File: src/design/sfd_pkg.sv
// ---------------------------------------------------------------------------
// sfd_pkg
// Shared types and constants of the status frame deframer.
// ---------------------------------------------------------------------------
package sfd_pkg;

    localparam int POS_W        = 5;
    localparam int STORE_DEPTH  = 16;
    localparam int STORE_IDX_W  = 4;
    localparam int QUEUE_DEPTH  = 2;
    localparam int OUT_DATA_W   = 160;

    localparam logic [POS_W-1:0] FRAME_LAST = 5'd20;
    localparam logic [POS_W-1:0] POS_IDLE   = 5'd21;
    localparam logic [POS_W-1:0] STORE_BASE = 5'd4;
    localparam logic [POS_W-1:0] HDR_LO_POS = 5'd1;
    localparam logic [POS_W-1:0] HDR_HI_POS = 5'd0;

    localparam logic [15:0] HEADER_RESET = 16'hAABB;

    typedef enum logic [1:0] {
        ST_OK         = 2'd0,
        ST_BAD_HEADER = 2'd1,
        ST_BAD_SUM    = 2'd2
    } status_t;

    // one finished frame: verdict plus the raw bytes 4..19, byte 4 at index 0
    typedef struct packed {
        status_t                          status;
        logic [STORE_DEPTH-1:0][7:0]      payload;
    } frame_rec_t;

endpackage

File: src/design/status_frame_deframer.sv
// ---------------------------------------------------------------------------
// status_frame_deframer
// Charge controller status reply deframer, one byte per transfer.
// ---------------------------------------------------------------------------
// Takes one byte per clock. A byte with tuser set starts a burst; bytes 0 and
// 1 are checked against the header register, bytes 2..19 are summed mod 256
// and compared with byte 20. Byte 20 yields one result that is written into
// the frame queue and then moved into the output register, where it sits
// until taken. The input only stalls when the frame queue (QUEUE_DEPTH
// records) is full behind a stalled output. Short bursts and bytes past 20
// give nothing. Failed frames carry a status code in tuser and all-zero
// tdata. The header register may be written at any time through the cfg
// channel, which never stalls.
// ---------------------------------------------------------------------------
module status_frame_deframer
#(
    parameter int QUEUE_DEPTH = sfd_pkg::QUEUE_DEPTH
)
(
    input  logic                             clk,
    input  logic                             rst_n,
    input  logic                             cfg_valid,
    output logic                             cfg_ready,
    input  logic [15:0]                      cfg_data,      // expected_header
    input  logic                             s_axis_tvalid,
    output logic                             s_axis_tready,
    input  logic [7:0]                       s_axis_tdata,  // rx_byte
    input  logic [0:0]                       s_axis_tuser,  // burst_start
    output logic                             m_axis_tvalid,
    input  logic                             m_axis_tready,
    // pv_voltage_dv[15:0], pv_current_da[31:16], pv_power_cw[63:32],
    // battery_voltage_dv[79:64], temperature_dc[95:80], load_current_da[111:96],
    // daily_energy_ckwh[127:112], total_energy_dkwh[143:128],
    // run_mode[151:144], fault_code[159:152]
    output logic [sfd_pkg::OUT_DATA_W-1:0]   m_axis_tdata,
    output logic [1:0]                       m_axis_tuser   // frame_status
);

    logic                   rec_push, rec_ready, head_valid, pop;
    sfd_pkg::frame_rec_t    rec_data, head_data;

    sfd_front u_front
    (
        .clk       (clk),
        .rst_n     (rst_n),
        .cfg_valid (cfg_valid),
        .cfg_ready (cfg_ready),
        .cfg_data  (cfg_data),
        .in_valid  (s_axis_tvalid),
        .in_ready  (s_axis_tready),
        .in_byte   (s_axis_tdata),
        .in_start  (s_axis_tuser[0]),
        .rec_push  (rec_push),
        .rec_data  (rec_data),
        .rec_ready (rec_ready)
    );

    sfd_queue #(.DEPTH(QUEUE_DEPTH)) u_queue
    (
        .clk        (clk),
        .rst_n      (rst_n),
        .push       (rec_push),
        .push_data  (rec_data),
        .push_ready (rec_ready),
        .head_valid (head_valid),
        .head_data  (head_data),
        .pop        (pop)
    );

    sfd_back u_back
    (
        .clk        (clk),
        .rst_n      (rst_n),
        .head_valid (head_valid),
        .head_data  (head_data),
        .pop        (pop),
        .out_valid  (m_axis_tvalid),
        .out_ready  (m_axis_tready),
        .out_data   (m_axis_tdata),
        .out_status (m_axis_tuser)
    );

endmodule

File: src/design/sfd_front.sv
// ---------------------------------------------------------------------------
// sfd_front
// Byte tracker: header compare, running sum, payload capture and verdict.
// Emits one frame record on byte 20.
// ---------------------------------------------------------------------------
module sfd_front
(
    input  logic                 clk,
    input  logic                 rst_n,
    input  logic                 cfg_valid,
    output logic                 cfg_ready,
    input  logic [15:0]          cfg_data,
    input  logic                 in_valid,
    output logic                 in_ready,
    input  logic [7:0]           in_byte,
    input  logic                 in_start,
    output logic                 rec_push,
    output sfd_pkg::frame_rec_t  rec_data,
    input  logic                 rec_ready
);

    logic [15:0]                            header_reg;
    logic [sfd_pkg::POS_W-1:0]              pos_reg, pos_next;
    logic [7:0]                             sum_reg, sum_next;
    logic                                   match_reg, match_next;
    logic [sfd_pkg::STORE_DEPTH-1:0][7:0]   store_reg, store_next;
    logic [sfd_pkg::POS_W-1:0]              pos;
    logic [sfd_pkg::POS_W-1:0]              rel;
    logic                                   accept;

    assign cfg_ready = 1'b1;
    assign in_ready  = rec_ready;
    assign accept    = in_valid && in_ready;

    // a start flag restarts the burst on this very byte
    assign pos = in_start ? '0 : pos_reg;
    assign rel = pos - sfd_pkg::STORE_BASE;

    always_comb
    begin
        pos_next   = pos_reg;
        sum_next   = sum_reg;
        match_next = match_reg;
        store_next = store_reg;
        if (accept && pos <= sfd_pkg::FRAME_LAST)
        begin
            pos_next = pos + 5'd1;
            case (pos)
                sfd_pkg::HDR_HI_POS:
                begin
                    sum_next   = '0;
                    match_next = (in_byte == header_reg[15:8]);
                end
                sfd_pkg::HDR_LO_POS:
                begin
                    match_next = match_reg && (in_byte == header_reg[7:0]);
                end
                default:
                begin
                    if (pos < sfd_pkg::FRAME_LAST)
                    begin
                        sum_next = sum_reg + in_byte;
                        if (pos >= sfd_pkg::STORE_BASE)
                        begin
                            store_next[rel[sfd_pkg::STORE_IDX_W-1:0]] = in_byte;
                        end
                    end
                end
            endcase
        end
    end

    assign rec_push = accept && (pos == sfd_pkg::FRAME_LAST);

    always_comb
    begin
        rec_data.payload = store_reg;
        if (!match_reg)
        begin
            rec_data.status = sfd_pkg::ST_BAD_HEADER;
        end
        else if (in_byte != sum_reg)
        begin
            rec_data.status = sfd_pkg::ST_BAD_SUM;
        end
        else
        begin
            rec_data.status = sfd_pkg::ST_OK;
        end
    end

    always_ff @(posedge clk or negedge rst_n)
    begin
        if (!rst_n)
        begin
            header_reg <= sfd_pkg::HEADER_RESET;
            pos_reg    <= sfd_pkg::POS_IDLE;
            sum_reg    <= '0;
            match_reg  <= 1'b0;
        end
        else
        begin
            if (cfg_valid && cfg_ready)
            begin
                header_reg <= cfg_data;
            end
            pos_reg   <= pos_next;
            sum_reg   <= sum_next;
            match_reg <= match_next;
        end
    end

    always_ff @(posedge clk)
    begin
        store_reg <= store_next;
    end

    a_idle_after_frame: assert property (@(posedge clk) disable iff (!rst_n)
        rec_push |=> pos_reg == sfd_pkg::POS_IDLE)
        else $error("byte tracker not idle after final byte");

    a_stray_ignored: assert property (@(posedge clk) disable iff (!rst_n)
        (accept && !in_start && pos_reg == sfd_pkg::POS_IDLE) |->
        (!rec_push && pos_next == sfd_pkg::POS_IDLE))
        else $error("stray byte changed tracker state");

endmodule

File: src/design/sfd_queue.sv
// ---------------------------------------------------------------------------
// sfd_queue
// Short register queue of frame records between front and back.
// ---------------------------------------------------------------------------
module sfd_queue
#(
    parameter int DEPTH = sfd_pkg::QUEUE_DEPTH
)
(
    input  logic                 clk,
    input  logic                 rst_n,
    input  logic                 push,
    input  sfd_pkg::frame_rec_t  push_data,
    output logic                 push_ready,
    output logic                 head_valid,
    output sfd_pkg::frame_rec_t  head_data,
    input  logic                 pop
);

    localparam int PTR_W = (DEPTH > 1) ? $clog2(DEPTH) : 1;
    localparam int CNT_W = $clog2(DEPTH + 1);

    sfd_pkg::frame_rec_t    mem_reg [DEPTH];
    logic [PTR_W-1:0]       wr_ptr_reg, rd_ptr_reg;
    logic [CNT_W-1:0]       count_reg;
    logic                   do_push, do_pop;

    assign push_ready = (count_reg != CNT_W'(DEPTH));
    assign head_valid = (count_reg != '0);
    assign head_data  = mem_reg[rd_ptr_reg];
    assign do_push    = push && push_ready;
    assign do_pop     = pop && head_valid;

    function automatic logic [PTR_W-1:0] ptr_inc(input logic [PTR_W-1:0] p);
        ptr_inc = (p == PTR_W'(DEPTH - 1)) ? '0 : p + 1'b1;
    endfunction

    always_ff @(posedge clk or negedge rst_n)
    begin
        if (!rst_n)
        begin
            wr_ptr_reg <= '0;
            rd_ptr_reg <= '0;
            count_reg  <= '0;
        end
        else
        begin
            if (do_push)
            begin
                wr_ptr_reg <= ptr_inc(wr_ptr_reg);
            end
            if (do_pop)
            begin
                rd_ptr_reg <= ptr_inc(rd_ptr_reg);
            end
            if (do_push && !do_pop)
            begin
                count_reg <= count_reg + 1'b1;
            end
            else if (do_pop && !do_push)
            begin
                count_reg <= count_reg - 1'b1;
            end
        end
    end

    always_ff @(posedge clk)
    begin
        if (do_push)
        begin
            mem_reg[wr_ptr_reg] <= push_data;
        end
    end

    a_count_bound: assert property (@(posedge clk) disable iff (!rst_n)
        count_reg <= CNT_W'(DEPTH))
        else $error("queue overfilled");

    a_no_drop: assert property (@(posedge clk) disable iff (!rst_n)
        push |-> push_ready)
        else $error("record pushed into full queue");

endmodule

File: src/design/sfd_back.sv
// ---------------------------------------------------------------------------
// sfd_back
// Unpacks a frame record into big-endian fields, forms PV power and holds
// the result in the output register.
// ---------------------------------------------------------------------------
module sfd_back
(
    input  logic                              clk,
    input  logic                              rst_n,
    input  logic                              head_valid,
    input  sfd_pkg::frame_rec_t               head_data,
    output logic                              pop,
    output logic                              out_valid,
    input  logic                              out_ready,
    output logic [sfd_pkg::OUT_DATA_W-1:0]    out_data,
    output logic [1:0]                        out_status
);

    logic                               valid_reg;
    logic [sfd_pkg::OUT_DATA_W-1:0]     data_reg, data_next;
    sfd_pkg::status_t                   status_reg;
    logic [15:0]                        volt, curr;
    logic [31:0]                        power;
    logic [sfd_pkg::STORE_DEPTH-1:0][7:0] p;

    assign p     = head_data.payload;
    assign volt  = {p[0], p[1]};
    assign curr  = {p[2], p[3]};
    assign power = 32'(volt) * 32'(curr);
    assign pop   = head_valid && (!valid_reg || out_ready);

    always_comb
    begin
        data_next = {p[15],              // fault code, byte 19
                     p[10],              // working mode, byte 14
                     p[13], p[14],       // total energy
                     p[11], p[12],       // daily energy
                     p[8],  p[9],        // load current
                     p[6],  p[7],        // temperature
                     p[4],  p[5],        // battery voltage
                     power, curr, volt};
        if (head_data.status != sfd_pkg::ST_OK)
        begin
            data_next = '0;
        end
    end

    always_ff @(posedge clk or negedge rst_n)
    begin
        if (!rst_n)
        begin
            valid_reg <= 1'b0;
        end
        else if (!valid_reg || out_ready)
        begin
            valid_reg <= head_valid;
        end
    end

    always_ff @(posedge clk)
    begin
        if (pop)
        begin
            data_reg   <= data_next;
            status_reg <= head_data.status;
        end
    end

    assign out_valid  = valid_reg;
    assign out_data   = data_reg;
    assign out_status = status_reg;

    a_bad_frame_zero: assert property (@(posedge clk) disable iff (!rst_n)
        (valid_reg && status_reg != sfd_pkg::ST_OK) |-> data_reg == '0)
        else $error("failed frame carries data");

endmodule
File: config.mk
export PLATFORM = sky130hd
export DESIGN_NAME = status_frame_deframer
export DESIGN_NICKNAME = d
export VERILOG_FILES = /design/src/design/sfd_pkg.sv /design/src/design/status_frame_deframer.sv /design/src/design/sfd_front.sv /design/src/design/sfd_queue.sv /design/src/design/sfd_back.sv
export SDC_FILE = /design/constraint.sdc
export NUM_CORES = 1
export LEC_CHECK = 0
export ABC_CLOCK_PERIOD_IN_PS = 8300
export BUFFER_PORTS_ARGS = -buffer_cell sky130_fd_sc_hd__buf_2
export CORE_UTILIZATION = 55
export CTS_CLUSTER_DIAMETER = 150
export DETAILED_ROUTE_END_ITERATION = 7
export PLACE_DENSITY = 0.76
export RECOVER_POWER = 25
export SLEW_MARGIN = 30
export SYNTH_ARGS = -nofsm -noshare
export SYNTH_HDL_FRONTEND = slang
export SYNTH_SLANG_ARGS = --single-unit
File: constraint.sdc
create_clock -name clk -period 8.3 [get_ports clk]
set_input_delay 0.415 -clock clk [delete_from_list [all_inputs] [get_ports clk]]
set_output_delay 0.415 -clock clk [all_outputs]
set_load 0.05 [all_outputs]
Yosys cells after proc, flatten, opt, wreduce, memory -nomap -nowiden
Memories as Yosys holds them, arrays and structs flattened.
Cells that the tools add are included.
{"block": "totals", "regBits": 325, "ramBits": 260, "inputBits": 30, "word_cells": 87, "memories": 1}
{"block": "classes", "addsub": 7, "mul": 1, "order_cmp": 5, "eq_ne": 6, "n_mux": 15, "n_bitwise": 2, "reduce_logical": 24}
{"name": "u_queue.mem_reg", "depth": 2, "width": 130, "read_ports": 1, "rd_ports_with_merged_regs": 0, "wr": 1, "line": "sfd_queue.sv:23", "source": "sfd_pkg::frame_rec_t mem_reg [DEPTH];"}
{"operator": "$bwmux W128", "n": 1}
{"operator": "$demux W8 S4", "n": 1}
{"operator": "$mul A16 B16 Y32", "n": 1}
{"operator": "$eq A8 B8 Y1", "n": 2}
{"operator": "$mux W8", "n": 2}
{"operator": "$pmux W8 S2", "n": 1}
{"operator": "$logic_and A1 B1 Y1", "n": 10}
{"operator": "$reduce_bool A2 Y1", "n": 5}
{"operator": "$add A8 B8 Y8", "n": 1}
{"operator": "$mux W2", "n": 4}
{"operator": "$ne A8 B8 Y1", "n": 1}
{"operator": "$add A5 B1 Y5 const B", "n": 1}
{"operator": "$eq A5 B1 Y1 const B", "n": 1}
{"operator": "$eq A5 B5 Y1 const B", "n": 1}
{"operator": "$ge A5 B3 Y1 const B", "n": 1}
{"operator": "$le A5 B5 Y1 const B", "n": 1}
{"operator": "$logic_not A5 Y1", "n": 1}
{"operator": "$lt A4 B5 Y1 const B", "n": 1}
{"operator": "$lt A5 B5 Y1 const B", "n": 1}
{"operator": "$mux W5", "n": 1}
{"operator": "$ge A4 B1 Y1 const B", "n": 1}
{"operator": "$mux W1", "n": 4}
{"operator": "$reduce_and A4 Y1", "n": 1}
{"operator": "$sub A4 B3 Y4 const B", "n": 1}
{"operator": "11 further kinds", "n": 15}

Longest topological paths before layout
Gate-level depths: netlist of the first run.
{"block": "depth", "word_depth": 8, "depth_mapped": 25, "depth_no_buf": 21}

Modules after synthesis
A second synthesis of the first run with hierarchy kept.
{"block": "unflattened", "cells_unflattened": 2144, "hier_area_um2": 30644.4}
{"mod": "sfd_back", "n_inst": 1, "cells_per_inst": 1385, "area_each_um2": 14826.7}
{"mod": "sfd_queue", "n_inst": 1, "cells_per_inst": 423, "area_each_um2": 9950.8}
{"mod": "sfd_front", "n_inst": 1, "cells_per_inst": 336, "area_each_um2": 5866.9}

Worst setup path after synthesis of the first run
OpenSTA, ideal clock, no wires.
{"block": "synth_timing", "kind": "register to register", "start": "reg u_queue.count_reg[0]", "end": "mem u_queue.mem_reg[0][0] (netlist name), enable pin", "t_arrival_ns": 7.448, "required_ns": 7.664, "slack_ns": 0.216, "path_stages_with_launch": 7, "path_buffers": 1, "period_less_slack_ns": 8.084, "path_cell_list": "dfrtp_1 nand2b_1 and2_1 buf_2 nand2_1 nor4_4 nor2b_1"}
{"block": "synth_between", "elab_chain_len": 6}
{"item": "from (decl)", "line": "sfd_queue.sv:25", "source": "logic [CNT_W-1:0] count_reg;"}
{"item": "from (signal assigned)", "line": "sfd_queue.sv:58", "source": "count_reg <= count_reg + 1'b1;"}
{"item": "from (signal assigned)", "line": "sfd_queue.sv:62", "source": "count_reg <= count_reg - 1'b1;"}
{"item": "$ne A2 B2 Y1 (*)", "line": "sfd_queue.sv:28", "source": "assign push_ready = (count_reg != CNT_W'(DEPTH));"}
{"item": "via s_axis_tready", "line": "status_frame_deframer.sv:26", "source": "output logic s_axis_tready,"}
{"item": "$logic_and A1 B1 Y1", "line": "sfd_front.sv:33", "source": "assign accept = in_valid && in_ready;"}
{"item": "$logic_and A1 B1 Y1", "line": "sfd_front.sv:73", "source": "assign rec_push = accept && (pos == sfd_pkg::FRAME_LAST);"}
{"item": "$logic_and A1 B1 Y1 (*)", "line": "sfd_queue.sv:31", "source": "assign do_push = push && push_ready;"}
{"item": "via u_queue.do_push", "line": "sfd_queue.sv:26", "source": "logic do_push, do_pop;"}
{"item": "$mux W1 (*)", "line": "sfd_queue.sv:69", "source": "if (do_push)"}
{"item": "$mux W1 (implied by the code) (*)", "line": "sfd_queue.sv:71", "source": "mem_reg[wr_ptr_reg] <= push_data;"}
{"item": "to (decl)", "line": "sfd_queue.sv:23"}
Mark *: on every way through the listed nets, which the timed path passes. The rest lies on a longest branch.

Final worst setup path of the first run
{"block": "layout_timing", "start": "reg u_queue.rd_ptr_reg", "end": "reg u_back.data_reg (netlist bit u_back.out_data[61]) (data pin)"}
{"block": "layout_between", "elab_chain_len": 2}
{"item": "from (decl)", "line": "sfd_queue.sv:24", "source": "logic [PTR_W-1:0] wr_ptr_reg, rd_ptr_reg;"}
{"item": "from (signal assigned)", "line": "sfd_queue.sv:54", "source": "rd_ptr_reg <= ptr_inc(rd_ptr_reg);"}
{"item": "$mem_v2 Z2 W130 (*)"}
{"item": "$mul A16 B16 Y32 / $reduce_bool A2 Y1 (equally long branches)", "line": "sfd_back.sv:29, sfd_back.sv:42"}
{"item": "to (signal assigned)", "line": "sfd_back.sv:64", "source": "data_reg <= data_next;"}
{"item": "to (decl)", "line": "sfd_back.sv:20", "source": "logic [sfd_pkg::OUT_DATA_W-1:0] data_reg, data_next;"}
Every way passes the cells marked *; elsewhere a longest branch is shown, timed or not.
A chain may end at the register's enable or synchronous reset.

==> results.md, run 1 <==
* Sequential area share after synthesis at 0.5898
* Startpoint type of the worst setup path: register
* CTS Buffer Depth at 3
* #FFs+latches synth at 585
* Post-synth EDFFs at 550
* Width of the chip at 233.7 µm
* Multiplexer area fraction after synthesis at 0.06354
* Proportion of layout cells with a drive suffix above 1 at 0.1586
* Post-synthesis async set-or-reset flop share at 0.05983
* Worst reg-to-reg path cell count at 19
* Area Overhead vs Synth at 12.23%
* CP Capture Type: register
* Final setup TNS at 0 ns
* Max-Cap Viols at 5
* Worst EP arrival at 7.70 ns
* Global-route wire length before repair at 99,530 µm
* Pre-antenna DRT Iters at 8
* Routed wire length at 65,990 µm
* Post-synthesis simple-gate area fraction at 0.08296
* Cell Rows at 84
* Status: complete, but fails checks
* Synth top area cells: edfxtp_1 (56%), fa_1 (13%), ha_1 (4.9%)
* # hold bufs at CTS at 1
* HPWL Detailed at 45,620 µm
* Clock skew at 0.03500 ns
* GRT Overall Usage at 0.2449
* Worst-skew pair later-pin latency at 0.62 ns
* Data required time at the worst endpoint at 8.64 ns
* R2R Setup Slk at 0.95 ns
* Postcts setup bufs at 0
* Worst-path maximum fanout at 50
* Post-Syn Area at 0.02952 mm²
* Initial core utilization at 0.5594
* Hold path endpoint: u_front.header_reg[14]
* CTS resizes at 0
* Post-Synthesis Cells at 2,130
* Fillers at 3,991
* Routed Antenna Nets at 0
* Critical R2R Launch: u_queue.rd_ptr_reg
* Syn Area/Cell at 13.86 µm²
* ANT cells at 0
* Mapped Nets at 2,471
* Number of buffers created by CTS at 55
* Core area at 0.05276 mm²
* Vias in the first global route at 17,755
* CTS tree: yes
* Global route overflow at 0
* Initial DRC Count at 1,420
* Final layout net count at 2,686
* Multi-input gate area at 0.01089 mm²
* Compound-Gate Fraction of Synth Area at 0.02853
* Cell variety after synth at 68
* Top-area cell type share of the netlist area at 0.5596
* I/O pins at 195
* Synth Area in XOR/XNOR at 0.01187
* Post-Synth Adder-Cell Area at 0.1814
* Routed vias/inst at 5.606
* Number of max-slew violations in the final report at 101
* Failing checks: max-capacitance violations, max-slew violations
* Hold Path Class: in2reg
* Final hold vios at 0
* Synth area leader: edfxtp_1
* Hold path cells at 2
* Max FFs per register at 260
* Minimum clock period at 7.354 ns
* Part of the cycle the worst path needs at 0.8861
* DR WL/cell at 21.44 µm
* Kind of critical path: reg2reg
* Initial antenna violation count at 2
* H-tree Lvls at 2
* Endpoints failing setup at 0
* Worst relative slew slack at -0.1656
* Hold Slack at 0.03721 ns
* Worst-Margin Slew at 1.748 ns
* Syn. warnings at 0
* Vias at 17,256
* Synth Flop Type: edfxtp_1
* Pin count of the biggest net entering global routing at 99
* CTS root buf: clkbuf_16
* R2R Path End: u_back.out_data[61]
* Die Ht at 233.7 µm
* Register area at 0.01741 mm²
* RSZ-0062 raised after global routing: no
* Die ar. at 0.05459 mm²
* Hold path startpoint: cfg_data[14]
* Fmax at 136.0 MHz
* Buffers added on ports at 193
* Main combinational cell family by area after synthesis: adder cells
* Clock transition at the registers of the reported paths at 0.06 ns
* # DRC at 0
* CTS sink count at 585
* RD Place Congestion at 0.9342
[layout make-up]
class	count	share of cell area
timing repair buffer	231	0.03913
clock inverter	29	0.009707
inverter	234	0.02667
clock buffer	73	0.04419
sequential	585	0.5256
tap	688	0.02599
multi-input combinational	1238	0.3287
[worst max-delay path by stage]
stage	startpoint	endpoint	slack, ns	cells after the start
2_1_floorplan	u_queue.count_reg[0]	u_queue.mem_reg[0][0]	0.22	6
3_3_place_gp	u_queue.rd_ptr_reg	u_back.out_data[61]	1.18	19
3_5_place_dp	u_queue.rd_ptr_reg	u_back.out_data[61]	1.06	19
4_1_cts	u_queue.rd_ptr_reg	u_back.out_data[61]	1.00	19
5_1_grt	u_queue.rd_ptr_reg	u_back.out_data[61]	0.68	19
6_report	u_queue.rd_ptr_reg	u_back.out_data[61]	0.95	19
[per-layer routing]
| metal | vias to the layer above | global-route usage | part of all wire |
|---|---|---|---|
| li1 | 7740 | - | - |
| met1 | 8772 | 0.3177 | 0.41 |
| met2 | 589 | 0.4186 | 0.51 |
| met5 | - | 0 | 0.00020 |
| met4 | 2 | 0.09071 | 0.033 |
| met3 | 153 | 0.03589 | 0.052 |
[layout by cell type (no fill, tap or decap), types with 26 or more instances in the layout]
master	Yosys	routed
a21oi_1	36	36
buf_2	40	185
buf_4	6	34
clkbuf_16	0	55
edfxtp_1	550	550
fa_1	195	195
ha_1	116	116
inv_1	234	233
mux2_2	46	46
mux2i_1	133	133
nand2_1	173	173
nor2_1	282	282
o21ai_0	33	33
xor2_1	26	26
[through the flow]
stage / instance area (µm²) / setup slack (ns) / instances / util
6_report: 33130 / 0.9455 / 3078 / 0.6278
2_1_floorplan: 29520 / 0.2159 / 2130 / -
3_3_place_gp: 31270 / 1.180 / 2972 / 0.5926
5_1_grt: 33130 / 0.6825 / 3078 / 0.6278
3_5_place_dp: 31310 / 1.056 / 2974 / 0.5935
4_1_cts: 33110 / 1.002 / 3077 / 0.6275
[worst max-delay path: stages (launching register included)]
cell     delay [ns]
dfrtp_4        0.90
mux2i_1        0.77
nor2_1         0.17
fa_1           0.57
inv_1          0.05
fa_1           0.46
fa_1           0.50
fa_1           0.56
inv_1          0.05
fa_1           0.47
inv_1          0.05
fa_1           0.55
inv_1          0.06
ha_1           0.39
o21ai_0        0.15
a211o_1        0.34
a211o_1        0.29
o22a_1         0.24
o21ai_1        0.14
mux2_1         0.33
[cell usage after synthesis (13+ instances only)]
cell type / number
dfstp_2: 13
o21ai_0: 33
xor2_1: 26
inv_1: 234
nand2_1: 173
nor3_1: 23
xnor2_1: 14
dfrtp_1: 22
nand2b_1: 16
mux2_2: 46
and2_1: 14
a21oi_1: 36
buf_2: 40
nor2_1: 282
clkbuf_1: 25
nand4_1: 15
fa_1: 195
ha_1: 116
mux2i_1: 133
edfxtp_1: 550
[logic make-up after synthesis]
kind of cell | count (synthesis)
xor+xnor | 40
simple gates | 573
flops | 585
mux | 181
fa+ha+maj | 311
buf+inv | 307
other cells | 1
compound gates | 132
Power of run 1 is not shown: default switching activity piles up to over one toggle a cycle in this logic, so the estimate is an artifact.
==> run 2, diff against run 1 <==
--- a/config.mk
+++ b/config.mk
@@ -6,7 +6,7 @@
 export NUM_CORES = 1
 export LEC_CHECK = 0
 export ABC_CLOCK_PERIOD_IN_PS = 8300
-export BUFFER_PORTS_ARGS = -buffer_cell sky130_fd_sc_hd__buf_2
+export BUFFER_PORTS_ARGS = -buffer_cell sky130_fd_sc_hd__clkbuf_2
 export CORE_UTILIZATION = 55
 export CTS_CLUSTER_DIAMETER = 150
 export DETAILED_ROUTE_END_ITERATION = 7
==> run 2 against run 1 <==
The run still ends with max-capacitance violations, max-slew violations left. Register-to-register slack better by 0.12 ns. Cell count about the same. Critical path type unchanged. First-iteration DRC count down 11%.
==> results.md, run 2 (same netlist as run 1, synthesis figures left out) <==
* Status: complete, but fails checks
* Failing checks: max-capacitance violations, max-slew violations
* Core area at 0.05276 mm² (unchanged)
* Startpoint type of the worst setup path: register
* Max-Cap Viols at 5 (unchanged)
* Worst path slowest cell: dfrtp_4
* DR WL/cell at 21.32 µm (-0.57%)
* Worst EP arrival at 7.59 ns (-0.11 ns)
* Final design utilization at 0.6269 (-0.0009960)
* Number of buffers created by CTS at 56 (+1.8%)
* GRT Overall Usage at 0.2445 (-0.0004150)
* RD Place Congestion at 0.9218 (-1.3%)
* Die ar. at 0.05459 mm² (unchanged)
* Worst-Margin Slew at 1.696 ns (-0.05236 ns)
* Global route overflow at 0 (unchanged)
* Minimum clock period at 7.233 ns (-0.1216 ns)
* Worst relative slew slack at -0.1307 (+0.03491)
* Initial core utilization at 0.5594 (unchanged)
* RSZ-0062 raised after global routing: no
* Final non-filler cell total at 3,077 (-0.032%)
* Max FFs per register at 260 (unchanged)
* Fillers at 3,947 (-1.1%)
* Hold Path Class: in2reg
* CTS resizes at 0 (unchanged)
* Final setup TNS at 0 ns (unchanged)
* Endpoints failing setup at 0 (unchanged)
* I/O pins at 195 (unchanged)
* Part of the cycle the worst path needs at 0.8714 (-0.01465)
* DP Cell Count at 2,973 (-0.034%)
* Postcts setup bufs at 0 (unchanged)
* Final worst slack at 1.067 ns (+0.1216 ns)
* Worst-path maximum fanout at 49 (-2.0%)
* Clock skew at 0.02722 ns (-0.007775 ns)
* CP most frequent cell: fa_1
* H-tree Lvls at 2 (unchanged)
* Routed vias/inst at 5.575 (-0.55%)
* Global-route wire length before repair at 99,790 µm (+0.26%)
* Pre-antenna DRT Iters at 7 (-1)
* Data required time at the worst endpoint at 8.66 ns (+0.02 ns)
* Vias at 17,155 (-0.59%)
* Initial antenna violation count at 0 (-2)
* Worst-skew pair later-pin latency at 0.62 ns (about the same)
* # DRC at 0 (unchanged)
* Vias in the first global route at 17,698 (-0.32%)
* CP Capture Type: register
* Most frequent cells in the layout: edfxtp_1 (550), nor2_1 (280), inv_1 (233)
* Buffers added on ports at 193 (unchanged)
* Hold path cells at 2 (unchanged)
* HPWL Detailed at 45,360 µm (-0.57%)
* Cell Rows at 84 (unchanged)
* Kind of critical path: reg2reg
* ANT cells at 0 (unchanged)
* Worst reg-to-reg path cell count at 19 (unchanged)
* Critical path cell sequence: mux2i_1, nor2_1, fa_1, inv_1, fa_1, inv_1, fa_1, fa_1, fa_1, inv_1, fa_1, inv_1, ha_1, nand2_1, a211o_1, a211o_1, o22a_1, o21ai_1, mux2_1
* Area Overhead vs Synth at 12.05%
* Pin count of the biggest net entering global routing at 91 (-8.1%)
* Width of the chip at 233.7 µm (unchanged)
* Place WS at 0.9468 ns (-0.1093 ns)
* Proportion of layout cells with a drive suffix above 1 at 0.1599 (+0.001322)
* CTS root buf: clkbuf_16
* Initial DRC Count at 1,259 (-11%)
* Final layout net count at 2,685 (-0.037%)
* Number of max-slew violations in the final report at 101 (unchanged)
* Clock transition at the registers of the reported paths at 0.06 ns (about the same)
* Worst path max stage delay at 0.92 ns (+0.02 ns)
* Routed wire length at 65,590 µm (-0.60%)
* Routed Antenna Nets at 0 (unchanged)
* Commonest non-fill, non-tap cell in the layout: edfxtp_1
* Final hold vios at 0 (unchanged)
* Die Ht at 233.7 µm (unchanged)
* CTS Buffer Depth at 3 (unchanged)
* Fmax at 138.3 MHz (+1.7%)
* CTS sink count at 585 (unchanged)
* CTS tree: yes
-- run 2: cell types whose count changed in the layout (fill, tap and decap cells not counted), sizes merged --
cell,previous run,this run
buf,222,35
bufinv,5,3
clkbuf,81,270
clkinvlp,3,1
inv,236,237
-- run 2: worst paths after layout --
kind | startpoint | to | slack (ns)
min in group asynchronous | rst_n | u_back.out_valid | 0.43
worst max register to register | u_queue.rd_ptr_reg | u_back.out_data[61] | 1.07
worst min register to register | u_front.rec_data[23] | u_queue.mem_reg[1][23] | 0.44
worst max-delay path | u_queue.rd_ptr_reg | u_back.out_data[61] | 1.07
max in group asynchronous | rst_n | u_queue.rd_ptr_reg | 7.25
worst min-delay path | cfg_data[12] | u_front.header_reg[12] | 0.03
-- run 2: worst max-delay path: cells and delay by family, from the launching register on --
| family | cells | cell delay, ns |
|---|---|---|
| adder cells (fa/ha/maj) | 7 | 3.56 |
| multiplexers | 2 | 1.05 |
| AO/OA/AOI/OAI | 4 | 0.90 |
| AND/OR/NAND/NOR | 2 | 0.27 |
| buffers and inverters | 4 | 0.20 |
| flip-flops | 1 | 0.92 |
-- run 2: layout make-up --
| class | instances | area, µm² | share of cell area |
|---|---|---|---|
| inverter | 234 | 883.3 | 0.02671 |
| clock buffer | 77 | 1500 | 0.04536 |
| timing repair buffer | 229 | 1235 | 0.03734 |
| multi-input combinational | 1238 | 10900 | 0.3296 |
| sequential | 585 | 17410 | 0.5265 |
| tap | 688 | 860.8 | 0.02603 |
| clock inverter | 26 | 281.5 | 0.008512 |
-- run 2: metal layers --
metal / routed length, µm / vias to the layer above / track usage
li1: - / 7736 / -
met1: 26530 / 8701 / 0.3203
met2: 33540 / 596 / 0.4174
met3: 3652 / 122 / 0.03723
met4: 1872 / 0 / 0.08198
met5: 0 / - / 0
-- run 2: through the flow --
step / hold slack [ns] / instance area (µm²)
finish: 0.03111 / 33070
global route: 0.008441 / 33070
CTS: 0.003731 / 33070
detailed placement: 0.4290 / 31280
global placement: 0.4215 / 31270
floorplan: 0.1194 / 29520
-- run 2: repair_timing --
item                       4_1_cts  5_1_grt
hold buffers                     1        0
hold endpoints to repair        22        0
setup endpoints to repair        0        0
Power of run 2 is left out for the same reason.
==> run 3, diff against run 2 <==
--- a/config.mk
+++ b/config.mk
@@ -7,12 +7,12 @@
 export LEC_CHECK = 0
 export ABC_CLOCK_PERIOD_IN_PS = 8300
 export BUFFER_PORTS_ARGS = -buffer_cell sky130_fd_sc_hd__clkbuf_2
-export CORE_UTILIZATION = 55
-export CTS_CLUSTER_DIAMETER = 150
+export CORE_UTILIZATION = 56
 export DETAILED_ROUTE_END_ITERATION = 7
-export PLACE_DENSITY = 0.76
+export PLACE_DENSITY = 0.77
 export RECOVER_POWER = 25
 export SLEW_MARGIN = 30
 export SYNTH_ARGS = -nofsm -noshare
 export SYNTH_HDL_FRONTEND = slang
+export SYNTH_HIERARCHICAL = 1
 export SYNTH_SLANG_ARGS = --single-unit
==> run 3 against run 2 <==
Cell area increased by 2.9%. First-iteration DRC count decreased by 17%. Clock skew increased by 0.022 ns. Flip-flop and latch count unchanged. Largest cell class unchanged. Highest routed layer unchanged. Critical endpoint is now u_back/out_data[57]. Non-clock buffer count decreased by 16. Global-route usage decreased by 1.2 points. Synthesized area increased by 3.8%. Register-to-register slack improved by 0.24 ns. Via count decreased by 0.79%. The run still ends with max-capacitance violations, max-slew violations left. Clock-buffer cell count decreased by 1. Worst setup slack improved by 0.24 ns. Critical path type unchanged.
==> results.md, run 3 <==
* Status: complete, but fails checks
* Failing checks: max-capacitance violations, max-slew violations
* RD Place Congestion at 0.8892 (-3.5%)
* Startpoint type of the worst setup path: register
* Gate power share at 0.030
* Max FFs per register at 260 (unchanged)
* DR WL/cell at 21.00 µm (-1.5%)
* Register area at 0.01741 mm² (unchanged)
* Clock transition at the registers of the reported paths at 0.06 ns (about the same)
* Cell Rows at 85 (+1.2%)
* Worst relative slew slack at -0.2064 (-0.07575)
* Final non-filler cell total at 3,068 (-0.29%)
* Final layout net count at 2,663 (-0.82%)
* Die Ht at 235.9 µm (+0.97%)
* Worst path slowest cell: dfrtp_4
* Most frequent cells in the layout: edfxtp_1 (550), and2_1 (258), inv_1 (235)
* Synth Area in XOR/XNOR at 0.01086 (-0.001009)
* Postcts setup bufs at 0 (unchanged)
* Hold Path Class: in2reg
* #FFs+latches synth at 585 (unchanged)
* Final setup TNS at 0 ns (unchanged)
* # DRC at 0 (unchanged)
* Minimum clock period at 6.992 ns (-0.2407 ns)
* CP Capture Type: register
* Sw Pwr at 1.206 mW
* Area Overhead vs Synth at 11.06%
* Worst-skew pair later-pin latency at 0.63 ns (about the same)
* CTS resizes at 0 (unchanged)
* Final hold vios at 0 (unchanged)
* Worst VDD drop at 0.1960 mV
* Seq pwr share at 0.547
* Proportion of layout cells with a drive suffix above 1 at 0.2003 (+0.04044)
* Synth Flop Type: edfxtp_1
* Global-route wire length before repair at 98,680 µm (-1.1%)
* Initial antenna violation count at 1 (+1)
* Post-Synth Adder-Cell Area at 0.1743 (-0.007090)
* Fmax at 143.0 MHz (+3.4%)
* Post-synth EDFFs at 550 (unchanged)
* DP Cell Count at 2,954 (-0.64%)
* Top delay family on crit path: adder cells
* GRT Overall Usage at 0.2326 (-0.01187)
* Routed wire length at 64,440 µm (-1.8%)
* HPWL Detailed at 43,280 µm (-4.6%)
* Fillers at 3,900 (-1.2%)
* Pin count of the biggest net entering global routing at 104 (+14%)
* Syn Area/Cell at 14.29 µm² (+3.1%)
* Pint at 4.724 mW
* Post-Syn Area at 0.03064 mm² (+3.8%)
* Data required time at the worst endpoint at 8.66 ns (about the same)
* Core area at 0.05392 mm² (+2.2%)
* Kind of critical path: reg2reg
* CTS tree: yes
* H-tree Lvls at 2 (unchanged)
* CTS Buffer Depth at 3 (unchanged)
* CTS sink count at 585 (unchanged)
* Sequential area share after synthesis at 0.5681 (-0.02172)
* Worst path max stage delay at 0.90 ns (-0.02 ns)
* Top-area cell type share of the netlist area at 0.5390 (-0.02061)
* Die ar. at 0.05566 mm² (+2.0%)
* Clock power share at 0.423
* Routed Antenna Nets at 0 (unchanged)
* Part of the cycle the worst path needs at 0.8424 (-0.02900)
* Switching share of power at 0.2034
* P_leak at 13.46 nW
* Post-synthesis async set-or-reset flop share at 0.05983 (unchanged)
* Number of max-slew violations in the final report at 164 (+62%)
* Final design utilization at 0.6312 (+0.004337)
* Cell variety after synth at 79 (+16%)
* Post-synthesis simple-gate area fraction at 0.1006 (+0.01760)
* Initial core utilization at 0.5683 (+0.008897)
* I/O pins at 195 (unchanged)
* Max-Cap Viols at 8 (+3)
* Mapped Nets at 2,484 (+0.53%)
* Pre-antenna DRT Iters at 5 (-2)
* Main combinational cell family by area after synthesis: adder cells
* Post-synth top cells: edfxtp_1 (550), and2_1 (259), inv_1 (235), fa_1 (195), nand2_1 (180)
* Commonest non-fill, non-tap cell in the layout: edfxtp_1
* Critical path cell sequence: mux2_2, and2_1, fa_1, inv_1, fa_1, fa_1, inv_1, fa_1, fa_1, inv_1, fa_1, inv_1, ha_1, and4_1, nand4_1, o21ai_0, a31oi_4, nand4_1, or3b_1
* Worst EP arrival at 7.36 ns (-0.23 ns)
* Global route overflow at 0 (unchanged)
* Synth top area cells: edfxtp_1 (54%), fa_1 (13%), and2_1 (5.3%)
* Top-count cell post-synth: edfxtp_1
* Clock skew at 0.04894 ns (+0.02171 ns)
* Number of buffers created by CTS at 58 (+3.6%)
* Buffers added on ports at 193 (unchanged)
* RSZ-0062 raised after global routing: no
* Multiplexer area fraction after synthesis at 0.06602 (+0.002478)
* Compound-Gate Fraction of Synth Area at 0.03544 (+0.006911)
* Syn. warnings at 6 (+6)
* Initial DRC Count at 1,044 (-17%)
* Hold Slack at 0.02271 ns (-0.008400 ns)
* Multi-input gate area at 0.01190 mm² (+9.1%)
* Pwr dens at 174.2 mW/mm²
* Width of the chip at 235.9 µm (+0.97%)
* Routed vias/inst at 5.548 (-0.50%)
* Synth area leader: edfxtp_1
* Buf+Inv Stages, Crit Path at 4 (unchanged)
* Vias in the first global route at 17,751 (+0.30%)
* CTS root buf: clkbuf_16
* Vias at 17,020 (-0.79%)
* Post-Synthesis Cells at 2,144 (+0.66%)
* Worst-Margin Slew at 1.810 ns (+0.1136 ns)
* CP most frequent cell: fa_1
* Worst-path maximum fanout at 44 (-10%)
* Endpoints failing setup at 0 (unchanged)
run 3: area by class of cell:
type | instances | share of cell area
diodes | 1 | 0.00007353
clock buffers | 76 | 0.04643
clock inverters | 32 | 0.007610
inverters | 235 | 0.02592
multi-input cells | 1230 | 0.3495
flip-flops and latches | 585 | 0.5116
well taps | 696 | 0.02559
repair buffers | 213 | 0.03327
run 3: per-stage QoR:
step / instance area [µm²] / setup slack [ns] / power [mW]
4_1_cts: 34010 / 1.295 / 5.979
2_1_floorplan: 30640 / 0.5929 / 3.417
5_1_grt: 34030 / 0.9769 / 6.102
3_5_place_dp: 32140 / 1.316 / 3.481
6_report: 34030 / 1.308 / 5.930
3_3_place_gp: 32140 / 1.326 / 3.473
run 3: what timing repair did:
item                                   CTS  global route
endpoints found under the hold margin   24             0
setup endpoints to repair                0             0
hold buffers                             3             0
run 3: worst paths after layout:
kind	cells after the start	start	to	slack [ns]
worst max-delay path	19	u_queue/rd_ptr_reg	u_back/out_data[57]	1.31
worst min-delay path	2	cfg_data[10]	u_front/header_reg[10]	0.02
worst max register to register	19	u_queue/rd_ptr_reg	u_back/out_data[57]	1.31
worst min register to register	0	u_front/rec_data[64]	u_queue/mem_reg[1][64]	0.44
max in group asynchronous	2	rst_n	u_queue/rd_ptr_reg	7.26
min in group asynchronous	2	rst_n	u_back/out_valid	0.44
run 3: power by group through the flow:
stage	combinational, mW	clock [mW]	sequential (mW)
2_1_floorplan	0.120	0	3.30
3_3_place_gp	0.172	0	3.30
3_5_place_dp	0.179	0	3.30
4_1_cts	0.180	2.56	3.24
5_1_grt	0.195	2.66	3.24
6_report	0.178	2.51	3.24
run 3: worst register-to-register path, stage by stage, from the launching register on:
cell and delay [ns]:
dfrtp_4 0.90, mux2_2 0.56, and2_1 0.24, fa_1 0.53
inv_1 0.05, fa_1 0.45, fa_1 0.51, inv_1 0.05
fa_1 0.50, fa_1 0.55, inv_1 0.05, fa_1 0.52
inv_1 0.04, ha_1 0.43, and4_1 0.32, nand4_1 0.11
o21ai_0 0.33, a31oi_4 0.09, nand4_1 0.13, or3b_1 0.37
run 3: kinds of logic after synthesis:
family	Yosys count
DFF	585
and+or+nand+nor	580
xor gates and xnor gates	38
buffers and inverters	329
muxes	150
AOI/OAI and AO/OA	151
other	1
adders and majority gates	310
run 3: per-layer routing:
layer | track usage | routed length, µm
met1 | 0.2927 | 25670
met4 | 0.07764 | 1789
met2 | 0.4143 | 34190
met3 | 0.03160 | 2788
met5 | 0 | 0
No activity file was read; power rests on OpenSTA's default activity.
